==> src/llt_pkg.sv <==
// Shared types, codes and keyword tables for the logic language tokenizer.
`default_nettype none
package llt_pkg;

  localparam int unsigned LengthBitsDef = 16;
  localparam int unsigned OffsetBitsDef = 20;
  localparam int unsigned PosBits = 16;
  localparam int unsigned KindBits = 5;
  localparam int unsigned NumKw = 9;
  localparam int unsigned MaxRes = 3;

  typedef enum logic [3:0] {
    MODE_IDLE, MODE_MINUS, MODE_LESS, MODE_LESS_MINUS, MODE_GREATER,
    MODE_EQUAL, MODE_BANG, MODE_INT, MODE_IDENT
  } mode_e;

  typedef enum logic [KindBits-1:0] {
    K_LPAREN = 5'd0, K_RPAREN = 5'd1, K_COLON = 5'd2, K_DOT = 5'd3,
    K_EQEQ = 5'd4, K_NE = 5'd5, K_PLUS = 5'd6, K_IMP = 5'd7, K_MINUS = 5'd8,
    K_IFF = 5'd9, K_LE = 5'd10, K_LESS = 5'd11, K_GE = 5'd12,
    K_GREATER = 5'd13, K_INT = 5'd14, K_IDENT = 5'd15, K_KW0 = 5'd16,
    K_INVALID = 5'd25
  } kind_e;

  // Pending-token slot: which kind and whether its start is shifted by one.
  typedef struct packed {
    logic        valid;
    logic [4:0]  kind;
    logic        shift;   // split '-' after a failed "<-"
    logic [1:0]  len_sel; // 0: counter, 1..3 constant length
  } slot_t;

  // Keyword character at a position, 0 past the end.
  function automatic logic [7:0] kw_char(input int unsigned k, input int unsigned i);
    string s;
    case (k)
      0: s = "and";
      1: s = "or";
      2: s = "not";
      3: s = "true";
      4: s = "false";
      5: s = "forall";
      6: s = "exists";
      7: s = "bool";
      default: s = "int";
    endcase
    kw_char = (i < s.len()) ? s[i] : 8'd0;
  endfunction

  function automatic logic [2:0] kw_len(input int unsigned k);
    case (k)
      0: kw_len = 3'd3;
      1: kw_len = 3'd2;
      2: kw_len = 3'd3;
      3: kw_len = 3'd4;
      4: kw_len = 3'd5;
      5: kw_len = 3'd6;
      6: kw_len = 3'd6;
      7: kw_len = 3'd4;
      default: kw_len = 3'd3;
    endcase
  endfunction

  function automatic logic is_digit(input logic [7:0] c);
    is_digit = (c >= 8'h30) && (c <= 8'h39);
  endfunction

  function automatic logic is_alpha(input logic [7:0] c);
    is_alpha = ((c >= 8'h61) && (c <= 8'h7a)) || ((c >= 8'h41) && (c <= 8'h5a));
  endfunction

endpackage
`default_nettype wire

==> src/llt_ram.sv <==
// Generic single-port-write, registered-read RAM.
`default_nettype none
module llt_ram #(
  parameter int unsigned Width = 8,
  parameter int unsigned Depth = 4
) (
  input  wire logic                     clk_i,
  input  wire logic                     we_i,
  input  wire logic [$clog2(Depth)-1:0] waddr_i,
  input  wire logic [Width-1:0]         wdata_i,
  input  wire logic [$clog2(Depth)-1:0] raddr_i,
  output logic      [Width-1:0]         rdata_o
);
  logic [Width-1:0] mem_q [Depth];

  always_ff @(posedge clk_i) begin
    if (we_i) begin
      mem_q[waddr_i] <= wdata_i;
    end
    rdata_o <= mem_q[raddr_i];
  end
endmodule
`default_nettype wire

==> src/llt_back.sv <==
// Back end: token queue in RAM banks, written up to three beats per cycle, read one per pop.
`default_nettype none
module llt_back import llt_pkg::*; #(
  parameter int unsigned TokW = 8,
  parameter int unsigned Depth = 16
) (
  input  wire logic              clk_i,
  input  wire logic              rst_ni,
  input  wire logic [MaxRes-1:0] tok_valid_i,
  input  wire logic [TokW-1:0]   tok_i [MaxRes],
  output logic                   space_o,
  output logic                   empty_o,
  input  wire logic              pop_i,
  output logic [TokW-1:0]        head_o
);
  localparam int unsigned AW = $clog2(Depth);

  // Three banks, each a RAM, written round-robin so up to three beats land per cycle.
  logic [AW-1:0]   wp_q [MaxRes];
  logic [AW-1:0]   rp_q [MaxRes];
  logic [1:0]      wb_q, rb_q;
  logic [AW+2:0]   cnt_q;
  logic [TokW-1:0] rd [MaxRes];
  logic [MaxRes-1:0] we;
  logic [AW-1:0]   wa [MaxRes];
  logic [TokW-1:0] wd [MaxRes];
  logic [1:0]      nin;
  logic [2:0]      wsum;
  logic            deq;
  // Output register holding the head beat.
  logic            hv_q;
  logic [TokW-1:0] head_q;
  logic            rd_pend_q;
  logic [1:0]      rd_bank_q;

  always_comb begin
    logic [1:0] b;
    logic [2:0] s;
    nin = 2'(tok_valid_i[0]) + 2'(tok_valid_i[1]) + 2'(tok_valid_i[2]);
    we = '0;
    for (int i = 0; i < MaxRes; i++) begin
      wa[i] = wp_q[i]; wd[i] = tok_i[0];
    end
    for (int j = 0; j < MaxRes; j++) begin
      s = 3'(wb_q) + 3'(j);
      b = (s >= 3'd3) ? 2'(s - 3'd3) : s[1:0];
      if (tok_valid_i[j]) begin
        we[b] = 1'b1; wd[b] = tok_i[j];
      end
    end
  end

  // The bank pointer sum never exceeds five, so one subtraction wraps it.
  assign wsum = 3'(wb_q) + 3'(nin);

  for (genvar g = 0; g < MaxRes; g++) begin : g_bank
    llt_ram #(.Width(TokW), .Depth(Depth)) u_ram (
      .clk_i, .we_i(we[g]), .waddr_i(wa[g]), .wdata_i(wd[g]),
      .raddr_i(rp_q[g]), .rdata_o(rd[g])
    );
  end

  // A read is issued when the head register will be free and the RAM holds data
  // not yet in flight; bypass-free, so a beat passes the RAM read register, then the head register.
  logic issue;
  logic [AW+2:0] stored;
  assign stored = cnt_q;
  assign deq = hv_q && pop_i;
  assign issue = (stored != '0) && !rd_pend_q && (!hv_q || deq);

  always_ff @(posedge clk_i or negedge rst_ni) begin
    if (!rst_ni) begin
      for (int i = 0; i < MaxRes; i++) begin
        wp_q[i] <= '0; rp_q[i] <= '0;
      end
      wb_q <= '0; rb_q <= '0; cnt_q <= '0;
      hv_q <= 1'b0; rd_pend_q <= 1'b0; rd_bank_q <= '0;
    end else begin
      for (int i = 0; i < MaxRes; i++) begin
        if (we[i]) wp_q[i] <= wp_q[i] + 1'b1;
      end
      wb_q <= (wsum >= 3'd3) ? 2'(wsum - 3'd3) : wsum[1:0];
      cnt_q <= cnt_q + (AW+3)'(nin) - (AW+3)'(issue);
      rd_pend_q <= issue;
      if (issue) begin
        rp_q[rb_q] <= rp_q[rb_q] + 1'b1;
        rd_bank_q <= rb_q;
        rb_q <= (rb_q == 2'(MaxRes - 1)) ? '0 : rb_q + 1'b1;
      end
      if (rd_pend_q) hv_q <= 1'b1;
      else if (deq) hv_q <= 1'b0;
    end
  end

  always_ff @(posedge clk_i) begin
    if (rd_pend_q) head_q <= rd[rd_bank_q];
  end

  assign empty_o = !hv_q;
  assign head_o = head_q;
  // Room for a worst-case byte plus beats already in flight.
  assign space_o = cnt_q <= (AW+3)'(MaxRes * Depth - 2 * MaxRes);

  a_no_overflow: assert property (@(posedge clk_i) disable iff (!rst_ni)
    cnt_q <= (AW+3)'(MaxRes * Depth)) else $error("token queue overflow");
  a_read_lands: assert property (@(posedge clk_i) disable iff (!rst_ni)
    issue |=> hv_q == 1'b0 || $past(deq)) else $error("read into occupied head");
  a_pend_fills: assert property (@(posedge clk_i) disable iff (!rst_ni)
    rd_pend_q |=> hv_q) else $error("head not filled after read");
endmodule
`default_nettype wire

==> config.mk <==
export PLATFORM = sky130hd
export DESIGN_NAME = llt_back
export DESIGN_NICKNAME = d
export VERILOG_FILES = /design/src/llt_pkg.sv /design/src/llt_ram.sv /design/src/llt_back.sv
export SDC_FILE = /design/constraint.sdc
export NUM_CORES = 1
export LEC_CHECK = 0
export BUFFER_PORTS_ARGS = -buffer_cell sky130_fd_sc_hd__buf_2
export CORE_MARGIN = 4
export CORE_UTILIZATION = 30
export CTS_CLUSTER_SIZE = 28
export DETAILED_ROUTE_END_ITERATION = 7
export PLACE_DENSITY = 0.54
export RECOVER_POWER = 100
export REMOVE_ABC_BUFFERS = 1
export SYNTH_ARGS = -nofsm -noshare
export SYNTH_HDL_FRONTEND = slang
export SYNTH_SLANG_ARGS = --single-unit
==> constraint.sdc <==
create_clock -name clk_i -period 3.3 [get_ports clk_i]
set_clock_uncertainty 0.05 [all_clocks]
set_input_delay 0.66 -clock clk_i [delete_from_list [all_inputs] [get_ports clk_i]]
set_output_delay 0.66 -clock clk_i [all_outputs]
set_load 0.05 [all_outputs]
==> impl_metrics.csv, run 1 <==
group,metric,value,unit
clocking,cts_tree,"done",
routing,routedWlPerCell,20.0,microns
routing,drt-pass1-iter-count,4,
floorplan,dieArea,66100,sq um
finish,final_cell_mix,"edfxtp_1 (392), clkbuf_1 (93), mux4_1 (90)",
timing,rsz0062_at_grt,"false",
logic_synthesis,yosysSeqAreaShare,71.0,%
global_route,gr-usage-all-layers,11.7,%
global_route,grt_pass1_vias,9297,
routing,drt-initial-drc-count,417,
clocking,root_buffer,"clkbuf_16",
finish,final_common_cell,"edfxtp_1",
critical_path,cp_common_cell,"nand2_1",
critical_path,crit_path_end_kind,"register",
logic_synthesis,ys.warnings.count,0,
critical_path,crit_path_max_incr_delay,0.52,ns
critical_path,cpLargestDelayFamily,"simple AND/OR/NAND/NOR gates",
global_route,antenna_found_initial,1,
critical_path,path_cells,"inv_1 > ha_1 > nand2_1 > nand2_1 > nand2_1 > nor2_1 > clkbuf_1",
logic_synthesis,ys_types,37,
logic_synthesis,netlist_instances,939,
routing,drtAntennaViolNets,0,
finish,stdcell_count,1936,
outcome,violations,"capacitance limit, slew limit",
pwr,ir_drop,0.484,mV
timing,setup_viol,0,
finish,final_nets,1125,
global_route,overflow,0,
floorplan,num_io_pins,40,
floorplan,row_count,91,
critical_path,critPathArrivalTime,3.18,ns
clocking,post_cts_resized,0,
timing,fin_crit_sh,91.6,%
placed_design,dp_cells,1847,
placed_design,dpl.hpwl,26200,microns
timing,worst_pin_slew,2.33,ns
logic_synthesis,ys_seq_elements,455,
critical_path,crit_type,"reg -> reg",
timing,tns,0,ns
floorplan,core,61600,sq um
clocking,cts_buffers,48,
routing,detail_route.vias_per_cell,4.58,
logic_synthesis,synthesis.area,18600,sq um
worst_hold_path,hp-start,"pop_i",
routing,drt-total-wl,38600,microns
placed_design,placed_area,20200,sq um
timing,max_freq,331,MHz
critical_path,start_kind,"register",
clocking,cts_buffer_depth,3,
worst_hold_path,holdCritPathClass,"in -> reg",
clocking,numClockSinks,455,
placed_design,place.gp.congestion,0.773,
clocking,cts_setup_buffers,0,
clocking,clkSlewWorstSetupHoldPaths,0.06,ns
floorplan,start_util,30.2,%
timing,maxSlewHeadroom,-55.6,%
global_route,grt_pass1_wl,58800,microns
pwr,powerDensity,920,nW/um^2
critical_path,path_buf_inv,2,
critical_path,cp_max_fo,9,
critical_path,cp.required,3.46,ns
critical_path,reg2reg_from,"wb_q[0]",
flow_run,maxCapViolCount,1,
pwr,p_leak,7.39,nW
clocking,htree_levels,2,
finish,diodes,0,
timing,finalHoldViolCount,0,
routing,vias,8872,
placed_design,io_buffers,39,
logic_synthesis,avgSynthCellArea,19.8,sq um
floorplan,die_y,257,microns
floorplan,dieWidth,257,microns
timing,whs,0.338,ns
timing,period_needed,3.02,ns
routing,drcViolationCount,0,
finish,area_growth,15.2,%
global_route,grt_max_degree,40,
finish,drive_above_1_share,12.8,%
timing,final_max_slew_viol_count,40,
finish,final_cell_area,21500,sq um
clocking,clk_latency,0.59,ns
clocking,holdBufCountCts,0,
critical_path,crit_start,"wb_q[0]",
critical_path,worst_path_max_delay_cell,"clkbuf_1",
outcome,status,"finished with violations",
[metal layers]
layer	track usage (%)	wire length [microns]	vias up
met2	18.9	18300	159
met1	15.7	17400	4584
met3	2.76	1750	72
met5	0	13	-
met4	3.92	1200	2
li1	-	-	4055
[through the flow]
step	power [mW]	utilization [%]	worst slack [ns]
2_1_floorplan	12.5	-	0.442
5_1_grt	20.8	34.8	0.0969
3_3_place_gp	14.8	32.8	0.168
6_report	19.7	34.8	0.277
4_1_cts	20.3	35.4	0.342
3_5_place_dp	14.9	32.8	0.157
[final cells by class]
class	instances	area, sq um
Tap cell	837	1050
Fill cell	5803	40100
Multi-Input combinational cell	412	5010
Timing Repair Buffer	119	507
Clock buffer	61	1290
Sequential cell	455	13200
Inverter	24	90.1
Clock inverter	28	282
[power by group]
part           switching (mW)  total [mW]  internal (mW)  leakage, nW
logic                    3.40        5.76           2.36         2.40
registers               0.677        8.68           8.01         4.22
clock network            2.20        5.30           3.10        0.767
[kinds of logic (layout without fill, tap and decap cells)]
group	Yosys count	in the layout	synth area share [%]
AND/OR/NAND/NOR	139	139	3.22
buffers and inverters	72	232	2.03
XOR/XNOR	21	21	0.988
adder cells (fa/ha/maj)	35	35	2.47
AO/OA/AOI/OAI	56	56	1.69
flip-flops	455	455	71.0
multiplexers	161	161	18.6
[final timing paths]
| check | endpoint | slack [ns] | cells after the start |
|---|---|---|---|
| worst min-delay path | hv_q | 0.34 | 3 |
| max in group asynchronous | wa[8] | 1.13 | 1 |
| worst max register to register | g_bank[1].u_ram.mem_q[7][5] | 0.28 | 7 |
| worst max-delay path | g_bank[1].u_ram.mem_q[7][5] | 0.28 | 7 |
| min in group asynchronous | rd_bank_q[1] | 0.72 | 1 |
| worst min register to register | hv_q | 0.46 | 1 |
[state kept, by name, indices dropped and copies added, names as in the netlist]
register / count
g_bank.u_ram.mem_q: 384
hv_q: 1
wb_q: 2
rp_q: 12
wa: 12
head_o: 8
rd_pend_q: 1
cnt_q: 7
rb_q: 2
g_bank.u_ram.rdata_o: 24
rd_bank_q: 2
[worst min-delay path, delay by kind of cell]
| kind | cells | cell delay, ns |
|---|---|---|
| buffers and inverters | 2 | 0.14 |
| AO/OA/AOI/OAI | 1 | 0.12 |
[synthesized netlist by cell type]
master | number | area, sq um
a21oi_1 | 7 | 35.0
nor4_1 | 1 | 6.26
ha_1 | 32 | 400
a21o_1 | 4 | 30.0
mux4_2 | 30 | 676
nand2b_1 | 6 | 37.5
a31oi_1 | 1 | 6.26
mux2_2 | 6 | 67.6
nor2b_1 | 2 | 12.5
buf_6 | 9 | 101
nor3_2 | 1 | 10.0
inv_1 | 24 | 90.1
nor4bb_1 | 1 | 10.0
dfxtp_1 | 24 | 480
nand3b_1 | 2 | 15.0
nand2_1 | 66 | 248
o32a_1 | 1 | 10.0
buf_1 | 5 | 18.8
xnor2_1 | 11 | 96.3
o2bb2ai_1 | 3 | 26.3
xor2_1 | 10 | 87.6
nand3_1 | 1 | 5.00
clkbuf_2 | 1 | 5.00
and2_1 | 3 | 18.8
clkbuf_1 | 26 | 97.6
buf_8 | 3 | 45.0
fa_1 | 3 | 60.1
edfxtp_1 | 392 | 11800
o21ai_0 | 37 | 185
mux2i_1 | 35 | 350
buf_2 | 4 | 20.0
o21bai_1 | 3 | 22.5
nor2_1 | 39 | 146
nor3_1 | 13 | 65.1
dfrtp_1 | 39 | 976
nand4_1 | 4 | 25.0
mux4_1 | 90 | 2360
No activity file was read; power rests on OpenSTA's default activity.
==> run 2: changes to the inputs <==
--- a/config.mk
+++ b/config.mk
@@ -8,7 +8,8 @@
 export BUFFER_PORTS_ARGS = -buffer_cell sky130_fd_sc_hd__buf_2
 export CORE_MARGIN = 4
 export CORE_UTILIZATION = 30
-export CTS_CLUSTER_SIZE = 28
+export CTS_BUF_LIST = sky130_fd_sc_hd__clkbuf_8 sky130_fd_sc_hd__clkbuf_16
+export CTS_CLUSTER_SIZE = 14
 export DETAILED_ROUTE_END_ITERATION = 7
 export PLACE_DENSITY = 0.54
 export RECOVER_POWER = 100
==> impl_metrics.csv, run 2 (synthesized netlist as in run 1, its figures left out) <==
group,metric,value,unit
global_route,antenna_found_initial,1,
timing,fin_crit_sh,91.4,%
global_route,grt_use_met3,2.71,%
critical_path,crit_path_end_kind,"register",
routing,vias,8839,
clocking,cts_setup_buffers,0,
worst_hold_path,holdCritPathClass,"in -> reg",
floorplan,num_io_pins,40,
routing,detail_route.vias_per_cell,4.57,
clocking,cts_buffers,47,
clocking,holdBufCountCts,0,
critical_path,cp.required,3.53,ns
pwr,powerDensity,914,nW/um^2
routing,drt-pass1-iter-count,4,
pwr,p_leak,7.46,nW
critical_path,cp_max_fo,9,
finish,reg.largest.list,"g_bank.u_ram.mem_q x384, g_bank.u_ram.rdata_o x24",
finish,drive_above_1_share,14.1,%
floorplan,die_y,257,microns
flow_run,maxCapViolCount,1,
clocking,htree_levels,2,
clocking,cts_tree,"done",
timing,rsz0062_at_grt,"false",
placed_design,place.gp.congestion,0.773,
clocking,post_cts_resized,0,
global_route,grt_pass1_vias,9257,
routing,routedWlPerCell,20.0,microns
global_route,use_met1,15.7,%
pwr,power,19.6,mW
finish,final_common_cell,"edfxtp_1",
global_route,gr-usage-all-layers,11.7,%
routing,drt-initial-drc-count,450,
timing,tns,0,ns
global_route,overflow,0,
clocking,clk_latency,0.60,ns
floorplan,row_count,91,
timing,max_freq,332,MHz
global_route,grt_pass1_wl,58800,microns
pwr,ir_drop,0.492,mV
placed_design,io_buffers,39,
finish,area_growth,15.0,%
timing,final_max_slew_viol_count,40,
timing,worst_pin_slew,2.33,ns
clocking,root_buffer,"clkbuf_16",
critical_path,crit_type,"reg -> reg",
routing,drt-total-wl,38600,microns
routing,drcViolationCount,0,
global_route,grt_use_met2,18.8,%
finish,final_nets,1124,
finish,final_cell_mix,"edfxtp_1 (392), mux4_1 (90), clkbuf_1 (68)",
finish,largest_reg_flops,384,
outcome,status,"finished with violations",
finish,regMostFlops,"g_bank.u_ram.mem_q",
timing,whs,0.338,ns
clocking,cts_buffer_depth,3,
critical_path,start_kind,"register",
floorplan,start_util,30.2,%
timing,setup_viol,0,
floorplan,core,61600,sq um
outcome,violations,"capacitance limit, slew limit",
timing,maxSlewHeadroom,-55.6,%
clocking,numClockSinks,455,
critical_path,critPathArrivalTime,3.24,ns
clocking,clkSlewWorstSetupHoldPaths,0.06,ns
placed_design,dpl.hpwl,26200,microns
routing,drtAntennaViolNets,0,
floorplan,dieWidth,257,microns
global_route,busiest_layer,"met2",
finish,diodes,0,
global_route,grt_max_degree,40,
timing,finalHoldViolCount,0,
floorplan,dieArea,66100,sq um
timing,period_needed,3.02,ns
==> run 2: changes by cell type in the layout (fill, tap and decap cells not counted), sizes merged <==
cell,delta
clkinv,-2
clkbuf,-12
inv,+11
==> run 2: power breakdown <==
part           total (mW)  switching (mW)  internal, mW
clock                5.13            2.17          2.96
combinational        5.77            3.40          2.36
sequential           8.68           0.679          8.00
total                19.6            6.25          13.3
==> run 2: critical path, stage by stage (launching register included) <==
cell and delay (ns):
dfrtp_1 0.40, inv_1 0.08, ha_1 0.21, nand2_1 0.06, clkbuf_1 0.73, nand2_1 0.50
nand2_1 0.35, nor3_1 0.07, clkbuf_2 0.24
==> run 2: stage by stage <==
| step | utilization, % | setup slack, ns | cell area, sq um | std cells |
|---|---|---|---|---|
| finish | 34.8 | 0.285 | 21400 | 1933 |
| global route | 34.8 | 0.0971 | 21400 | 1933 |
| CTS | 35.3 | 0.342 | 21700 | 1933 |
| detailed placement | 32.8 | 0.157 | 20200 | 1847 |
| global placement | 32.8 | 0.168 | 20200 | 1847 |
| floorplan | - | 0.442 | 18300 | 891 |
==> run 2: routing by layer <==
metal  routed length, microns  share of wire, %
met2                    18300                47
met4                     1180               3.0
met3                     1830               4.7
met5                       13             0.034
met1                    17300                45
==> run 2: cell type report <==
| cell class | instances | area (sq um) |
|---|---|---|
| Sequential cell | 455 | 13200 |
| Multi-Input combinational cell | 412 | 5010 |
| Tap cell | 837 | 1050 |
| Clock inverter | 37 | 308 |
| Clock buffer | 49 | 1200 |
| Inverter | 24 | 90.1 |
| Fill cell | 5801 | 40200 |
| Timing Repair Buffer | 119 | 526 |
==> run 2: final timing paths <==
path / slack [ns] / start / to / cells after the start
worst max-delay path: 0.28 / wb_q[0] / g_bank[0].u_ram.mem_q[3][3] / 8
worst min-delay path: 0.34 / pop_i / hv_q / 3
worst max register to register: 0.28 / wb_q[0] / g_bank[0].u_ram.mem_q[3][3] / 8
worst min register to register: 0.46 / hv_q / hv_q / 1
max in group asynchronous: 1.13 / rst_ni / wa[8] / 1
min in group asynchronous: 0.72 / rst_ni / rp_q[0] / 1
